$ cat src/rtl/bgd_pkg.sv
package bgd_pkg;

	localparam int CFG_DATA_W = 16;
	localparam int CFG_IDX_W  = 3;
	localparam int EV_W       = 3;

	localparam logic [CFG_IDX_W-1:0] REG_DEBOUNCE = 3'd0;
	localparam logic [CFG_IDX_W-1:0] REG_SHORT    = 3'd1;
	localparam logic [CFG_IDX_W-1:0] REG_LONG     = 3'd2;
	localparam logic [CFG_IDX_W-1:0] REG_HOLD     = 3'd3;
	localparam logic [CFG_IDX_W-1:0] REG_WINDOW   = 3'd4;

	localparam logic [EV_W-1:0] EV_PRESSED = 3'd0;
	localparam logic [EV_W-1:0] EV_SHORT   = 3'd1;
	localparam logic [EV_W-1:0] EV_LONG    = 3'd2;
	localparam logic [EV_W-1:0] EV_HOLD    = 3'd3;
	localparam logic [EV_W-1:0] EV_DOUBLE  = 3'd4;

	localparam logic [7:0]  DEBOUNCE_RST = 8'd20;
	localparam logic [15:0] SHORT_RST    = 16'd300;
	localparam logic [15:0] LONG_RST     = 16'd1000;
	localparam logic [15:0] HOLD_RST     = 16'd5000;
	localparam logic [15:0] WINDOW_RST   = 16'd400;

	typedef struct packed {
		logic            valid;
		logic [EV_W-1:0] code;
	} bgd_res_t;

endpackage

$ cat src/rtl/bgd_core.sv
module bgd_core #(
	parameter int COUNT_WIDTH = 16
) (
	input  logic                            clk,
	input  logic                            arst_n,
	input  logic                            take,
	input  logic                            level,
	input  logic                            cfg_we,
	input  logic [bgd_pkg::CFG_IDX_W-1:0]   cfg_index,
	input  logic [bgd_pkg::CFG_DATA_W-1:0]  cfg_data,
	output bgd_pkg::bgd_res_t               res
);
	import bgd_pkg::*;

	localparam int CMP_W = (COUNT_WIDTH > CFG_DATA_W) ? COUNT_WIDTH : CFG_DATA_W;
	localparam logic [COUNT_WIDTH-1:0] CNT_MAX = {COUNT_WIDTH{1'b1}};
	localparam logic [CMP_W-1:0] CNT_MAX_EXT = CMP_W'(CNT_MAX);

	typedef enum logic [1:0] {
		PH_IDLE,
		PH_CONF,
		PH_WIN
	} phase_t;

	logic [7:0]             debounce_q;
	logic [15:0]            short_q;
	logic [15:0]            long_q;
	logic [15:0]            hold_q;
	logic [15:0]            window_len_q;

	phase_t                 phase_q, phase_n;
	logic                   last_level_q, dpend_q, dpend_n;
	logic                   drun_q, drun_n, lrep_q, lrep_n, hrep_q, hrep_n;
	logic [COUNT_WIDTH-1:0] press_q, press_n, conf_q, conf_n, win_q, win_n;
	logic [COUNT_WIDTH-1:0] win_load;
	logic [CMP_W-1:0]       window_ext;
	bgd_res_t               res_n;

	function automatic logic [COUNT_WIDTH-1:0] sat_inc(input logic [COUNT_WIDTH-1:0] v);
		return (v == CNT_MAX) ? v : v + COUNT_WIDTH'(1);
	endfunction

	assign window_ext = CMP_W'(window_len_q);
	assign win_load   = (window_ext > CNT_MAX_EXT) ? CNT_MAX : COUNT_WIDTH'(window_len_q);

	always_comb begin
		phase_n = phase_q;
		dpend_n = dpend_q;
		drun_n  = drun_q;
		lrep_n  = lrep_q;
		hrep_n  = hrep_q;
		press_n = press_q;
		conf_n  = conf_q;
		win_n   = win_q;
		res_n   = '{valid: 1'b0, code: EV_PRESSED};
		if (!level) begin
			if (last_level_q) begin
				press_n = '0;
				drun_n  = 1'b1;
				lrep_n  = 1'b0;
				hrep_n  = 1'b0;
				if (phase_q == PH_WIN)
					dpend_n = 1'b1;
				phase_n = PH_IDLE;
				win_n   = '0;
			end else begin
				press_n = sat_inc(press_q);
				if (phase_q == PH_CONF)
					conf_n = sat_inc(conf_q);
			end
			if (drun_n && CMP_W'(press_n) >= CMP_W'(debounce_q)) begin
				drun_n  = 1'b0;
				phase_n = PH_CONF;
				conf_n  = '0;
				lrep_n  = 1'b0;
				hrep_n  = 1'b0;
				res_n   = '{valid: 1'b1, code: EV_PRESSED};
			end else if (phase_n == PH_CONF) begin
				// long wins when both thresholds are met; hold follows next tick
				if (!lrep_n && CMP_W'(conf_n) >= CMP_W'(long_q)) begin
					lrep_n = 1'b1;
					res_n  = '{valid: 1'b1, code: EV_LONG};
				end else if (!hrep_n && CMP_W'(conf_n) >= CMP_W'(hold_q)) begin
					hrep_n = 1'b1;
					res_n  = '{valid: 1'b1, code: EV_HOLD};
				end
			end
		end else if (!last_level_q) begin
			press_n = sat_inc(press_q);
			drun_n  = 1'b0;
			// a bounce leaves phase and the pending double untouched
			if (CMP_W'(press_n) >= CMP_W'(debounce_q)) begin
				if (dpend_q) begin
					dpend_n = 1'b0;
					phase_n = PH_IDLE;
					win_n   = '0;
					res_n   = '{valid: 1'b1, code: EV_DOUBLE};
				end else if (CMP_W'(press_n) < CMP_W'(short_q)) begin
					phase_n = PH_WIN;
					win_n   = win_load;
				end else begin
					phase_n = PH_IDLE;
					res_n   = '{valid: 1'b1, code: EV_SHORT};
				end
			end
		end else if (phase_q == PH_WIN) begin
			if (win_q <= COUNT_WIDTH'(1)) begin
				win_n   = '0;
				phase_n = PH_IDLE;
				res_n   = '{valid: 1'b1, code: EV_SHORT};
			end else begin
				win_n = win_q - COUNT_WIDTH'(1);
			end
		end
	end

	assign res = '{valid: take && res_n.valid, code: res_n.code};

	always_ff @(posedge clk or negedge arst_n) begin
		if (!arst_n) begin
			debounce_q   <= DEBOUNCE_RST;
			short_q      <= SHORT_RST;
			long_q       <= LONG_RST;
			hold_q       <= HOLD_RST;
			window_len_q <= WINDOW_RST;
			phase_q      <= PH_IDLE;
			last_level_q <= 1'b1;
			dpend_q      <= 1'b0;
			drun_q       <= 1'b0;
			lrep_q       <= 1'b0;
			hrep_q       <= 1'b0;
			press_q      <= '0;
			conf_q       <= '0;
			win_q        <= '0;
		end else begin
			if (cfg_we) begin
				unique case (cfg_index)
					REG_DEBOUNCE: debounce_q   <= cfg_data[7:0];
					REG_SHORT:    short_q      <= cfg_data;
					REG_LONG:     long_q       <= cfg_data;
					REG_HOLD:     hold_q       <= cfg_data;
					REG_WINDOW:   window_len_q <= cfg_data;
					default:      ;
				endcase
			end
			if (take) begin
				phase_q      <= phase_n;
				last_level_q <= level;
				dpend_q      <= dpend_n;
				drun_q       <= drun_n;
				lrep_q       <= lrep_n;
				hrep_q       <= hrep_n;
				press_q      <= press_n;
				conf_q       <= conf_n;
				win_q        <= win_n;
			end
		end
	end

`ifndef NO_ASSERTIONS
	a_conf_no_debounce: assert property (@(posedge clk) disable iff (!arst_n)
		phase_q == PH_CONF |-> !drun_q)
		else $error("debounce still running in confirmed phase");

	a_window_only_open: assert property (@(posedge clk) disable iff (!arst_n)
		win_q != '0 |-> phase_q == PH_WIN)
		else $error("window count live outside window phase");
`endif

endmodule

$ cat src/rtl/button_gesture_detector.sv
// Button gesture detector: debounced press, short, long, hold and double click.
// Input channel (in_valid, in_stall, level): one pin sample per tick, 0 pressed.
// Output channel (out_valid, out_stall, event_res): 0 pressed, 1 short, 2 long,
// 3 hold, 4 double click; a sample yields zero or one event.
// Throughput is one sample per cycle while in_stall is low: the whole gesture
// state advances in one registered step per accepted request. A sample's event
// is registered in the output register, or in the skid register if output stalls.
// When the receiver stalls, the output holds and one more event is caught in a
// skid register; in_stall rises only while that skid register is full, so
// samples that cause no event keep flowing until then.
// Configuration (cfg_we, cfg_index, cfg_data) writes the five timing registers
// in ticks: debounce, short, long, hold and double window; write only while idle.
// Reset restores the default timings (20, 300, 1000, 5000, 400), takes the pin
// as released, clears all counters and drops any pending event.
// COUNT_WIDTH sets the width of the saturating tick counters.
module button_gesture_detector #(
	parameter int COUNT_WIDTH = 16
) (
	input  logic                            clk,
	input  logic                            arst_n,
	input  logic                            in_valid,
	output logic                            in_stall,
	input  logic                            level,
	output logic                            out_valid,
	input  logic                            out_stall,
	output logic [bgd_pkg::EV_W-1:0]        event_res,
	input  logic                            cfg_we,
	input  logic [bgd_pkg::CFG_IDX_W-1:0]   cfg_index,
	input  logic [bgd_pkg::CFG_DATA_W-1:0]  cfg_data
);
	import bgd_pkg::*;

	logic            take, pop;
	bgd_res_t        res;
	logic            out_valid_q, skid_valid_q;
	logic [EV_W-1:0] event_q, skid_q;

	assign in_stall = skid_valid_q;
	assign take     = in_valid && !skid_valid_q;
	assign pop      = out_valid_q && !out_stall;

	bgd_core #(
		.COUNT_WIDTH (COUNT_WIDTH)
	) u_core (
		.clk       (clk),
		.arst_n    (arst_n),
		.take      (take),
		.level     (level),
		.cfg_we    (cfg_we),
		.cfg_index (cfg_index),
		.cfg_data  (cfg_data),
		.res       (res)
	);

	always_ff @(posedge clk or negedge arst_n) begin
		if (!arst_n) begin
			out_valid_q  <= 1'b0;
			skid_valid_q <= 1'b0;
		end else begin
			priority if (pop) begin
				// refill from skid first; no new request arrives while it is full
				if (skid_valid_q) begin
					skid_valid_q <= 1'b0;
				end else begin
					out_valid_q <= res.valid;
				end
			end else if (!out_valid_q) begin
				out_valid_q <= res.valid;
			end else if (res.valid) begin
				skid_valid_q <= 1'b1;
			end else begin
				skid_valid_q <= skid_valid_q;
			end
		end
	end

	always_ff @(posedge clk) begin
		if (pop && skid_valid_q)
			event_q <= skid_q;
		else if ((pop || !out_valid_q) && res.valid)
			event_q <= res.code;
		if (!pop && out_valid_q && res.valid)
			skid_q <= res.code;
	end

	assign out_valid = out_valid_q;
	assign event_res = event_q;

`ifndef NO_ASSERTIONS
	a_skid_behind_out: assert property (@(posedge clk) disable iff (!arst_n)
		skid_valid_q |-> out_valid_q)
		else $error("skid holds an event while output is empty");

	a_skid_fill_on_stall: assert property (@(posedge clk) disable iff (!arst_n)
		$rose(skid_valid_q) |-> $past(out_valid_q && out_stall))
		else $error("skid filled without a stalled output");

	a_event_code: assert property (@(posedge clk) disable iff (!arst_n)
		out_valid |-> event_res <= EV_DOUBLE)
		else $error("undefined event code on output");
`endif

endmodule
$ cat config.mk
export PLATFORM = sky130hd
export DESIGN_NAME = button_gesture_detector
export DESIGN_NICKNAME = d
export VERILOG_FILES = /design/src/rtl/bgd_pkg.sv /design/src/rtl/bgd_core.sv /design/src/rtl/button_gesture_detector.sv
export SDC_FILE = /design/constraint.sdc
export NUM_CORES = 1
export LEC_CHECK = 0
export ABC_AREA = 1
export BUFFER_PORTS_ARGS = -buffer_cell sky130_fd_sc_hd__clkbuf_2
export CAP_MARGIN = 10
export CORE_MARGIN = 5
export CORE_UTILIZATION = 54
export DETAILED_ROUTE_END_ITERATION = 10
export PLACE_DENSITY = 0.77
export REMOVE_ABC_BUFFERS = 1
export SKIP_CTS_REPAIR_TIMING = 1
export SYNTH_ARGS = -nofsm -noshare
export SYNTH_HDL_FRONTEND = slang
export SYNTH_SLANG_ARGS = --single-unit
$ cat constraint.sdc
create_clock -name clk -period 4.75 [get_ports clk]
set_input_delay 0.475 -clock clk [delete_from_list [all_inputs] [get_ports clk]]
set_output_delay 0.475 -clock clk [all_outputs]
set_load 0.02 [all_outputs]
==> results.py, run 1 <==
metrics = {
    "yosys": {
        "ys_seq_area_frac": 0.417,
        "ys_warn_count": 0,
        "ys_ff_latch": 135,
        "synth_area_per_cell_um2": 7.79,
        "synth_area_um2": 8240,
        "ys_types": 43,
        "async_flop_share": 0.956,
        "synth_edf_count": 6,
        "synth_flop_cell": "dfrtp_1",
        "yosys-top-cells-area": "dfrtp_1, nand2_1, ha_1",
        "synth_top_area_cell": "dfrtp_1",
        "yosys.area.top_type_share": 0.328,
        "synth_cells": 1058,
    },
    "pwr": {
        "power.density_nw_per_um2": 550,
        "ir_worst_vdd_v": 0.000353,
        "leakage_nw": 4.70,
        "power.total_w": 0.00503,
    },
    "routing": {
        "wl_per_cell_um": 15.0,
        "antenna_left": 0,
        "num_vias": 7001,
        "wl_um": 19200,
        "drc": 0,
        "first_iter_violations": 521,
        "viasPerCell": 5.45,
        "firstDrtPassIters": 5,
    },
    "critical_path": {
        "critical_path_class": "flip-flop to flip-flop",
        "cp_max_fo": 14,
        "cp.required_ps": 4870,
        "rr_endpoint": "event_res[0]$_DFFE_PP_",
        "reg2reg_slack_ps": 750,
        "rr_startpoint": "u_core.last_level_q$_DFFE_PN1P_",
        "cp.arrival_ps": 4120,
        "cp-end-kind": "flip-flop",
        "start_kind": "flip-flop",
        "reg2reg_depth": 23,
    },
    "finish": {
        "post-route-cell-area_um2": 9140,
        "final_common_cell": "nand2_1",
        "drive_gt1_frac": 0.110,
        "antennaDiodeCount": 0,
        "area_delta_synth_final_pct": 10.9,
        "utilization": 0.606,
        "fin_nets": 1176,
        "layout_common_cells": "nand2_1, inv_1, o21ai_0, dfrtp_1, ha_1",
    },
    "outcome": {
        "status": "finished clean",
    },
    "floorplan": {
        "die_h_um": 134,
        "initial_core_util": 0.546,
        "core_um2": 15100,
        "fp.dieArea_um2": 17800,
        "rows": 45,
        "ios": 30,
        "die_x_um": 134,
    },
    "placed_design": {
        "gp_congestion": 0.915,
        "port_buffers": 29,
        "place_hpwl_um": 14300,
        "place_area_um2": 8540,
    },
    "timing": {
        "period_share": 0.842,
        "slew_headroom": 0.306,
        "drv_slew": 0,
        "post-route-min-period_ps": 4000,
        "max_freq_mhz": 250,
        "hold_slack_ps": 168,
        "finalSetupTns_ps": 0,
        "rsz0062_at_grt": "false",
        "hold_viol": 0,
        "setup_viol": 0,
        "skew_ps": 10.9,
        "worst_pin_slew_ps": 1040,
    },
    "global_routing": {
        "grt_first_pass_wirelength_um": 33000,
        "grt.overflow.total": 0,
        "grt.total_usage": 0.230,
        "grt_max_degree": 71,
        "antenna_found_initial": 0,
        "grt_pass1_vias": 6827,
    },
    "cts": {
        "clock_sinks": 135,
        "cts-root-buf": "clkbuf_16",
        "worstSkewPairLatency_ps": 420,
        "clockBufferDepth": 2,
        "cts_buffers": 17,
        "path_clk_slew_ps": 60,
        "cts_tree": "done",
        "h-tree-depth": 4,
    },
    "worst_hold_path": {
        "hold_path_class": "primary input to asynchronous set/reset pin",
    },
    "job": {
        "cap_violations": 0,
    },
}
worst max-delay path, cell delays in order (launching register included):
cell and delay, ps:
dfstp_2 460, clkinv_1 90, nand2_1 60, nor2_1 470, nand2_1 300, inv_1 250, nand4_1 160, nor3_1 220
xor2_1 330, ha_1 200, nand2_1 50, nor2_1 120, nand2_1 70, o211ai_1 80, nand2_1 70, nand3_1 120
nand2_1 80, nand2_1 90, nand2_1 50, nand2_1 80, nand2_1 70, nand2_1 90, nand2_1 50, nand2_1 120
metal layers:
metal | wire length [um] | part of all wire | track usage
met1 | 8990 | 0.47 | 0.320
met4 | 419 | 0.022 | 0.0846
met3 | 936 | 0.049 | 0.0400
met5 | 0 | 0 | 0
met2 | 8900 | 0.46 | 0.363
cell usage after synthesis, types with 2 or more instances:
cell / n
a211oi_1: 2
nand2_1: 270
nand3_1: 52
nor4_1: 2
a22oi_1: 4
a21boi_0: 2
ha_1: 67
dfstp_2: 21
nor2_4: 3
nand4_1: 8
o22ai_1: 16
o31ai_1: 2
inv_1: 156
buf_6: 3
nor2_2: 3
clkbuf_1: 21
edfxtp_1: 6
o211ai_1: 2
nor3_1: 13
dfrtp_1: 108
inv_2: 2
xor2_1: 26
o21ai_0: 124
nor2_1: 60
o21ai_2: 8
or2_2: 7
nand2_2: 6
buf_2: 3
a21oi_1: 46
a22o_1: 2
power breakdown:
part	internal (W)	switching, W	leakage [nW]	total (W)
clock network	0.000829	0.000507	0.285	0.00134
registers	0.00147	0.000228	1.69	0.00170
logic	0.000723	0.00127	2.73	0.00200
worst max-delay path by stage:
stage | to | startpoint | slack [ps]
after floorplan | skid_q[0]$_DFFE_PP_ | u_core.last_level_q$_DFFE_PN1P_ | 1270
after global placement | skid_q[1]$_DFFE_PP_ | u_core.last_level_q$_DFFE_PN1P_ | 850
after detailed placement | event_res[2]$_DFFE_PP_ | u_core.last_level_q$_DFFE_PN1P_ | 820
after CTS | event_res[0]$_DFFE_PP_ | u_core.press_q[0]$_DFFE_PN0P_ | 800
after global routing | skid_q[1]$_DFFE_PP_ | u_core.last_level_q$_DFFE_PN1P_ | 260
final | event_res[0]$_DFFE_PP_ | u_core.last_level_q$_DFFE_PN1P_ | 750
kinds of logic after synthesis:
kind of cell / synth area share
XOR/XNOR: 0.0287
AND/OR/NAND/NOR: 0.223
flip-flops: 0.417
buffers and inverters: 0.0879
adder cells (fa/ha/maj): 0.102
AO/OA/AOI/OAI: 0.142
through the flow:
| step | setup WS (ps) | instances |
|---|---|---|
| after floorplan | 1270 | 1031 |
| after global placement | 847 | 1253 |
| after detailed placement | 817 | 1253 |
| after CTS | 804 | 1285 |
| after global routing | 258 | 1285 |
| final | 751 | 1285 |
area by class of cell:
class / count / area (um^2)
clock buffer: 22 / 484
clock inverter: 10 / 119
fill: 1333 / 5950
inverter: 159 / 597
multi-input combinational: 737 / 4080
sequential: 135 / 3430
tap: 188 / 235
timing repair buffer: 34 / 185
flip-flops by register name, summed over array words and instances, names as in the netlist:
signal and count:
u_core.drun_q 1, u_core.window_ext 16, u_core.win_q 16, u_core.hold_q 16
u_core.hrep_q 1, event_res 3, u_core.press_q 16, u_core.long_q 16
u_core.short_q 16, u_core.last_level_q 1, u_core.dpend_q 1, skid_q 3
u_core.conf_q 16, u_core.phase_q 2, in_stall 1, out_valid 1
u_core.lrep_q 1, u_core.debounce_q 8
Power figures use the tool's default switching activity.
==> run 2, diff against run 1 <==
Settings changed: ABC_AREA 1 to 0.
Clock period 4.75 ns to 4.1 ns, I/O delays scaled along.
==> results.py, run 2 <==
metrics = {
    "pwr": {
        "ir_worst_vdd_v": 0.000331,
        "power.density_nw_per_um2": 497,
        "leakage_nw": 4.38,
    },
    "critical_path": {
        "cp_max_fo": 5,
        "reg2reg_depth": 15,
        "rr_endpoint": "event_res[0]$_DFFE_PP_",
        "cp.arrival_ps": 4270,
        "cp-end-kind": "flip-flop",
        "critical_path_class": "flip-flop to flip-flop",
        "start_kind": "flip-flop",
        "rr_startpoint": "u_core.conf_q[2]$_DFFE_PN0P_",
        "reg2reg_slack_ps": 130,
        "cp.required_ps": 4390,
    },
    "timing": {
        "skew_ps": 7.53,
        "setup_viol": 0,
        "max_freq_mhz": 252,
        "post-route-min-period_ps": 3970,
        "slew_headroom": 0.282,
        "period_share": 0.969,
        "worst_pin_slew_ps": 1070,
        "hold_viol": 0,
        "hold_slack_ps": 184,
        "drv_slew": 0,
    },
    "routing": {
        "wl_met2_um": 9400,
        "num_vias": 6743,
        "firstDrtPassIters": 8,
        "drc": 0,
        "routed.top_layer": "met4",
        "wl_met1_um": 9270,
        "wl_um": 20400,
        "antenna_left": 0,
        "wl_per_cell_um": 18.0,
        "first_iter_violations": 419,
        "route.met3.wl_um": 1140,
        "viasPerCell": 5.97,
    },
    "finish": {
        "nFillCells": 1211,
        "area_delta_synth_final_pct": 14.5,
        "final_common_cell": "dfrtp_1",
        "fin_nets": 1020,
        "layout_common_cells": "dfrtp_1, nand2_1, o21ai_0, inv_1, ha_1",
        "seq_area_um2": 3430,
        "utilization": 0.626,
        "drive_gt1_frac": 0.199,
        "antennaDiodeCount": 0,
        "multi_input_area_um2": 4530,
    },
    "yosys": {
        "ys_ff_latch": 135,
        "ys_types": 70,
        "synth_top_area_cell": "dfrtp_1",
        "ys_warn_count": 0,
        "ys_seq_area_frac": 0.418,
        "yosys.area.top_type_share": 0.329,
        "synth_area_per_cell_um2": 9.32,
        "synth_edf_count": 6,
        "async_flop_share": 0.956,
        "synth_most_common_cell": "dfrtp_1",
        "synth_area_um2": 8210,
        "synthTopCellsByCount": "dfrtp_1, nand2_1, o21ai_0",
        "synth_flop_cell": "dfrtp_1",
        "yosys-top-cells-area": "dfrtp_1, ha_1, dfstp_2",
        "synth_cells": 881,
    },
    "cts": {
        "clockBufferDepth": 2,
        "cts_buffers": 17,
        "h-tree-depth": 4,
        "worstSkewPairLatency_ps": 420,
        "cts_tree": "done",
        "clock_sinks": 135,
        "cts-root-buf": "clkbuf_16",
        "path_clk_slew_ps": 60,
    },
    "placed_design": {
        "place_hpwl_um": 14400,
        "port_buffers": 29,
        "gp_congestion": 0.887,
    },
    "global_routing": {
        "grt_max_degree": 82,
        "grt.overflow.total": 0,
        "grt_first_pass_wirelength_um": 33500,
        "antenna_found_initial": 0,
        "grt.total_usage": 0.236,
        "grt_pass1_vias": 6577,
    },
    "worst_hold_path": {
        "hold_path_class": "primary input to asynchronous set/reset pin",
    },
    "floorplan": {
        "initial_core_util": 0.546,
        "core_um2": 15000,
        "die_x_um": 133,
        "rows": 45,
        "die_h_um": 133,
        "ios": 30,
        "fp.dieArea_um2": 17800,
    },
    "job": {
        "cap_violations": 0,
    },
    "outcome": {
        "status": "finished clean",
    },
}
## run 2: changes by cell type in the layout (fill, tap and decap cells not counted), sizes merged, moves of 15 or more
cell   delta
nand2   -184
inv      -88
mux2     +41
o21ai    -38
buf      +27
nand3    -19
xor2     -16
a21oi    -15
## run 2: layout make-up
| type | instances | area share |
|---|---|---|
| Multi-Input combinational cell | 641 | 0.482 |
| Sequential cell | 135 | 0.365 |
| Clock buffer | 27 | 0.0503 |
| Timing Repair Buffer | 61 | 0.0412 |
| Inverter | 72 | 0.0287 |
| Tap cell | 188 | 0.0250 |
| Clock inverter | 5 | 0.00798 |
## run 2: how the worst max path moves through the flow
stage                                       start                           to  slack [ps]  depth (start not counted)
floorplan            u_core.conf_q[0]$_DFFE_PN0P_          skid_q[0]$_DFFE_PP_         270                         17
global placement    u_core.press_q[1]$_DFFE_PN0P_  u_core.win_q[7]$_DFFE_PN0P_         210                         17
detailed placement   u_core.conf_q[0]$_DFFE_PN0P_          skid_q[1]$_DFFE_PP_          10                         17
CTS                  u_core.conf_q[0]$_DFFE_PN0P_          skid_q[2]$_DFFE_PP_         -40                         17
global route         u_core.conf_q[2]$_DFFE_PN0P_       event_res[0]$_DFFE_PP_         -40                         15
finish               u_core.conf_q[2]$_DFFE_PN0P_       event_res[0]$_DFFE_PP_         130                         15
## run 2: where the power goes
part / switching, W / total (W) / internal (W)
registers: 0.000197 / 0.00184 / 0.00165
logic: 0.000829 / 0.00137 / 0.000540
clock network: 0.000554 / 0.00146 / 0.000908
## run 2: critical path, stage by stage (launching register included)
cell and delay, ps:
dfrtp_1 480, nand2_2 180, nor4_2 380, nor2b_1 240, and4_1 270, nand3_1 100
o21a_1 170, ha_1 300, a21o_1 180, a21o_1 170, a21oi_1 150, o21ai_0 120
o21bai_1 210, a211o_1 300, o41ai_2 370, mux2_2 220
## run 2: through the flow
stage / instance area, um^2 / std cells / setup WS [ps] / setup TNS (ps) / total power [W]
after floorplan: 8070 / 848 / 274 / 0 / 0.00272
after global placement: 8670 / 1093 / 206 / 0 / 0.00310
after detailed placement: 8670 / 1093 / 13.6 / 0 / 0.00315
after CTS: 9220 / 1125 / -36.9 / -113 / 0.00463
after global routing: 9400 / 1129 / -45.0 / -118 / 0.00497
final: 9400 / 1129 / 126 / 0 / 0.00467
## run 2: cell families after synthesis
kind of cell | Yosys count | synth area share
compound gates | 222 | 0.174
xor+xnor | 25 | 0.0267
fa+ha+maj | 67 | 0.102
buf+inv | 105 | 0.0506
flops | 135 | 0.418
mux | 45 | 0.0611
simple gates | 282 | 0.168
## run 2: metal layers
metal / track usage / up-vias
li1: - / 3250
met1: 0.325 / 3269
met3: 0.0548 / 35
met4: 0.0840 / 0
met2: 0.367 / 189
met5: 0 / -
==> run 3, diff against run 2 <==
Settings changed: CORE_UTILIZATION 54 to 63, PLACE_DENSITY 0.77 to 0.87.
==> results.py, run 3 (synthesized netlist as in run 2, its figures left out) <==
metrics = {
    "placed_design": {
        "place_area_um2": 8660,
        "gp_congestion": 0.936,
        "place_ws_ps": 96.0,
        "place_hpwl_um": 14100,
        "dp.cells": 1079,
        "port_buffers": 29,
    },
    "routing": {
        "num_vias": 7051,
        "firstDrtPassIters": 5,
        "first_iter_violations": 683,
        "wl_per_cell_um": 19.0,
        "drc": 0,
        "wl_um": 21100,
        "viasPerCell": 6.34,
        "antenna_left": 0,
    },
    "cts": {
        "h-tree-depth": 4,
        "clockBufferDepth": 2,
        "path_clk_slew_ps": 60,
        "clock_sinks": 135,
        "cts_tree": "done",
        "worstSkewPairLatency_ps": 430,
        "cts-root-buf": "clkbuf_16",
        "cts_buffers": 17,
    },
    "floorplan": {
        "rows": 41,
        "core_um2": 12700,
        "initial_core_util": 0.646,
        "die_h_um": 124,
        "ios": 30,
        "fp.dieArea_um2": 15400,
        "die_x_um": 124,
    },
    "global_routing": {
        "antenna_found_initial": 0,
        "grt_first_pass_wirelength_um": 34000,
        "grt_util_met1": 0.379,
        "grt_pass1_vias": 6892,
        "grt.overflow.total": 0,
        "grt_max_degree": 69,
        "grt.busiest_layer": "met2",
        "grt.total_usage": 0.286,
        "grtUsageMet2": 0.459,
        "met3_usage": 0.0618,
    },
    "critical_path": {
        "cp.arrival_ps": 4350,
        "cp-end-kind": "flip-flop",
        "max_stage_delay_ps": 460,
        "reg2reg_depth": 17,
        "cp_max_fo": 6,
        "rr_startpoint": "u_core.conf_q[0]$_DFFE_PN0P_",
        "start_kind": "flip-flop",
        "crit_path_top_delay_cell": "dfrtp_1",
        "critical_path_class": "flip-flop to flip-flop",
        "crit_path_cell_trace": "ha_1 -> nand2_1 -> nor2_1 -> a21oi_2 -> nand3_1 -> nor3_2 -> buf_4 -> xor2_1 -> ha_1 -> a21oi_1 -> nor2_1 -> a211oi_1 -> o21ai_0 -> o21bai_1 -> a211o_1 -> o41ai_4 -> mux2_2",
        "cp.buffers_inverters": 1,
        "critPathTopFamily": "compound AO/OA/AOI/OAI gates",
        "cp.required_ps": 4400,
        "rr_endpoint": "event_res[0]$_DFFE_PP_",
        "reg2reg_slack_ps": 40,
    },
    "finish": {
        "post-route-cell-area_um2": 9410,
        "seq_area_um2": 3440,
        "fin_nets": 1020,
        "antennaDiodeCount": 0,
        "final_common_cell": "dfrtp_1",
        "drive_gt1_frac": 0.200,
        "stdcell_count": 1112,
        "multi_input_area_um2": 4500,
        "area_delta_synth_final_pct": 14.6,
        "nFillCells": 878,
        "layout_common_cells": "dfrtp_1, nand2_1, o21ai_0, inv_1, ha_1",
    },
    "pwr": {
        "p_int_w": 0.00319,
        "leakage_nw": 4.39,
        "power.total_w": 0.00480,
        "power.density_nw_per_um2": 510,
        "ir_worst_vdd_v": 0.000335,
        "seqPwrFrac": 0.384,
        "clkPwrFrac": 0.324,
        "p_switching_w": 0.00161,
        "combPwrFrac": 0.292,
        "p_sw_frac": 0.336,
    },
    "timing": {
        "hold_viol": 0,
        "hold_slack_ps": 75.4,
        "setup_ws_ps": 43.1,
        "worst_pin_slew_ps": 1090,
        "rsz0062_at_grt": "true",
        "setup_viol": 0,
        "slew_headroom": 0.270,
        "post-route-min-period_ps": 4060,
        "period_share": 0.989,
        "skew_ps": 9.73,
        "drv_slew": 0,
        "max_freq_mhz": 246,
    },
    "job": {
        "cap_violations": 0,
    },
    "outcome": {
        "status": "finished clean",
    },
    "worst_hold_path": {
        "hold_path_class": "primary input to asynchronous set/reset pin",
    },
}
[run 3: changes by cell type in the layout (fill, tap and decap cells not counted), moves of 2 or more]
cell | before | now
clkbuf_1 | 9 | 1
clkbuf_8 | 1 | 6
nand3_1 | 30 | 32
nand3_2 | 4 | 2
nor4_2 | 2 | 0
xnor2_1 | 11 | 13
xnor2_2 | 4 | 2
[run 3: worst max-delay path by stage]
stage / depth (start not counted) / to / startpoint
2_1_floorplan: 17 / skid_q[0]$_DFFE_PP_ / u_core.conf_q[0]$_DFFE_PN0P_
3_3_place_gp: 17 / u_core.win_q[7]$_DFFE_PN0P_ / u_core.press_q[1]$_DFFE_PN0P_
3_5_place_dp: 17 / skid_q[0]$_DFFE_PP_ / u_core.conf_q[0]$_DFFE_PN0P_
4_1_cts: 17 / u_core.win_q[3]$_DFFE_PN0P_ / u_core.press_q[1]$_DFFE_PN0P_
5_1_grt: 15 / event_res[0]$_DFFE_PP_ / u_core.conf_q[4]$_DFFE_PN0P_
6_report: 17 / event_res[0]$_DFFE_PP_ / u_core.conf_q[0]$_DFFE_PN0P_
[run 3: final cells by class]
class	count	share of cell area
flip-flops and latches	135	0.365
multi-input cells	641	0.478
well taps	172	0.0229
clock inverters	7	0.00970
clock buffers	24	0.0544
repair buffers	61	0.0412
inverters	72	0.0287
[run 3: power by group through the flow]
| stage | clock [W] | combinational, W | sequential (W) |
|---|---|---|---|
| floorplan | 0 | 0.000895 | 0.00182 |
| global placement | 0 | 0.00127 | 0.00184 |
| detailed placement | 0 | 0.00131 | 0.00185 |
| CTS | 0.00157 | 0.00134 | 0.00183 |
| global route | 0.00163 | 0.00157 | 0.00188 |
| finish | 0.00156 | 0.00140 | 0.00184 |
[run 3: per-stage QoR]
step,setup TNS [ps],util
finish,0,0.740
global route,-395,0.740
global placement,0,0.681
CTS,-0.0617,0.728
floorplan,0,-
detailed placement,0,0.681
[run 3: per-layer routing]
layer,part of all wire,routed length [um]
met5,0,0
met4,0.032,677
met3,0.072,1530
met2,0.48,10100
met1,0.42,8760
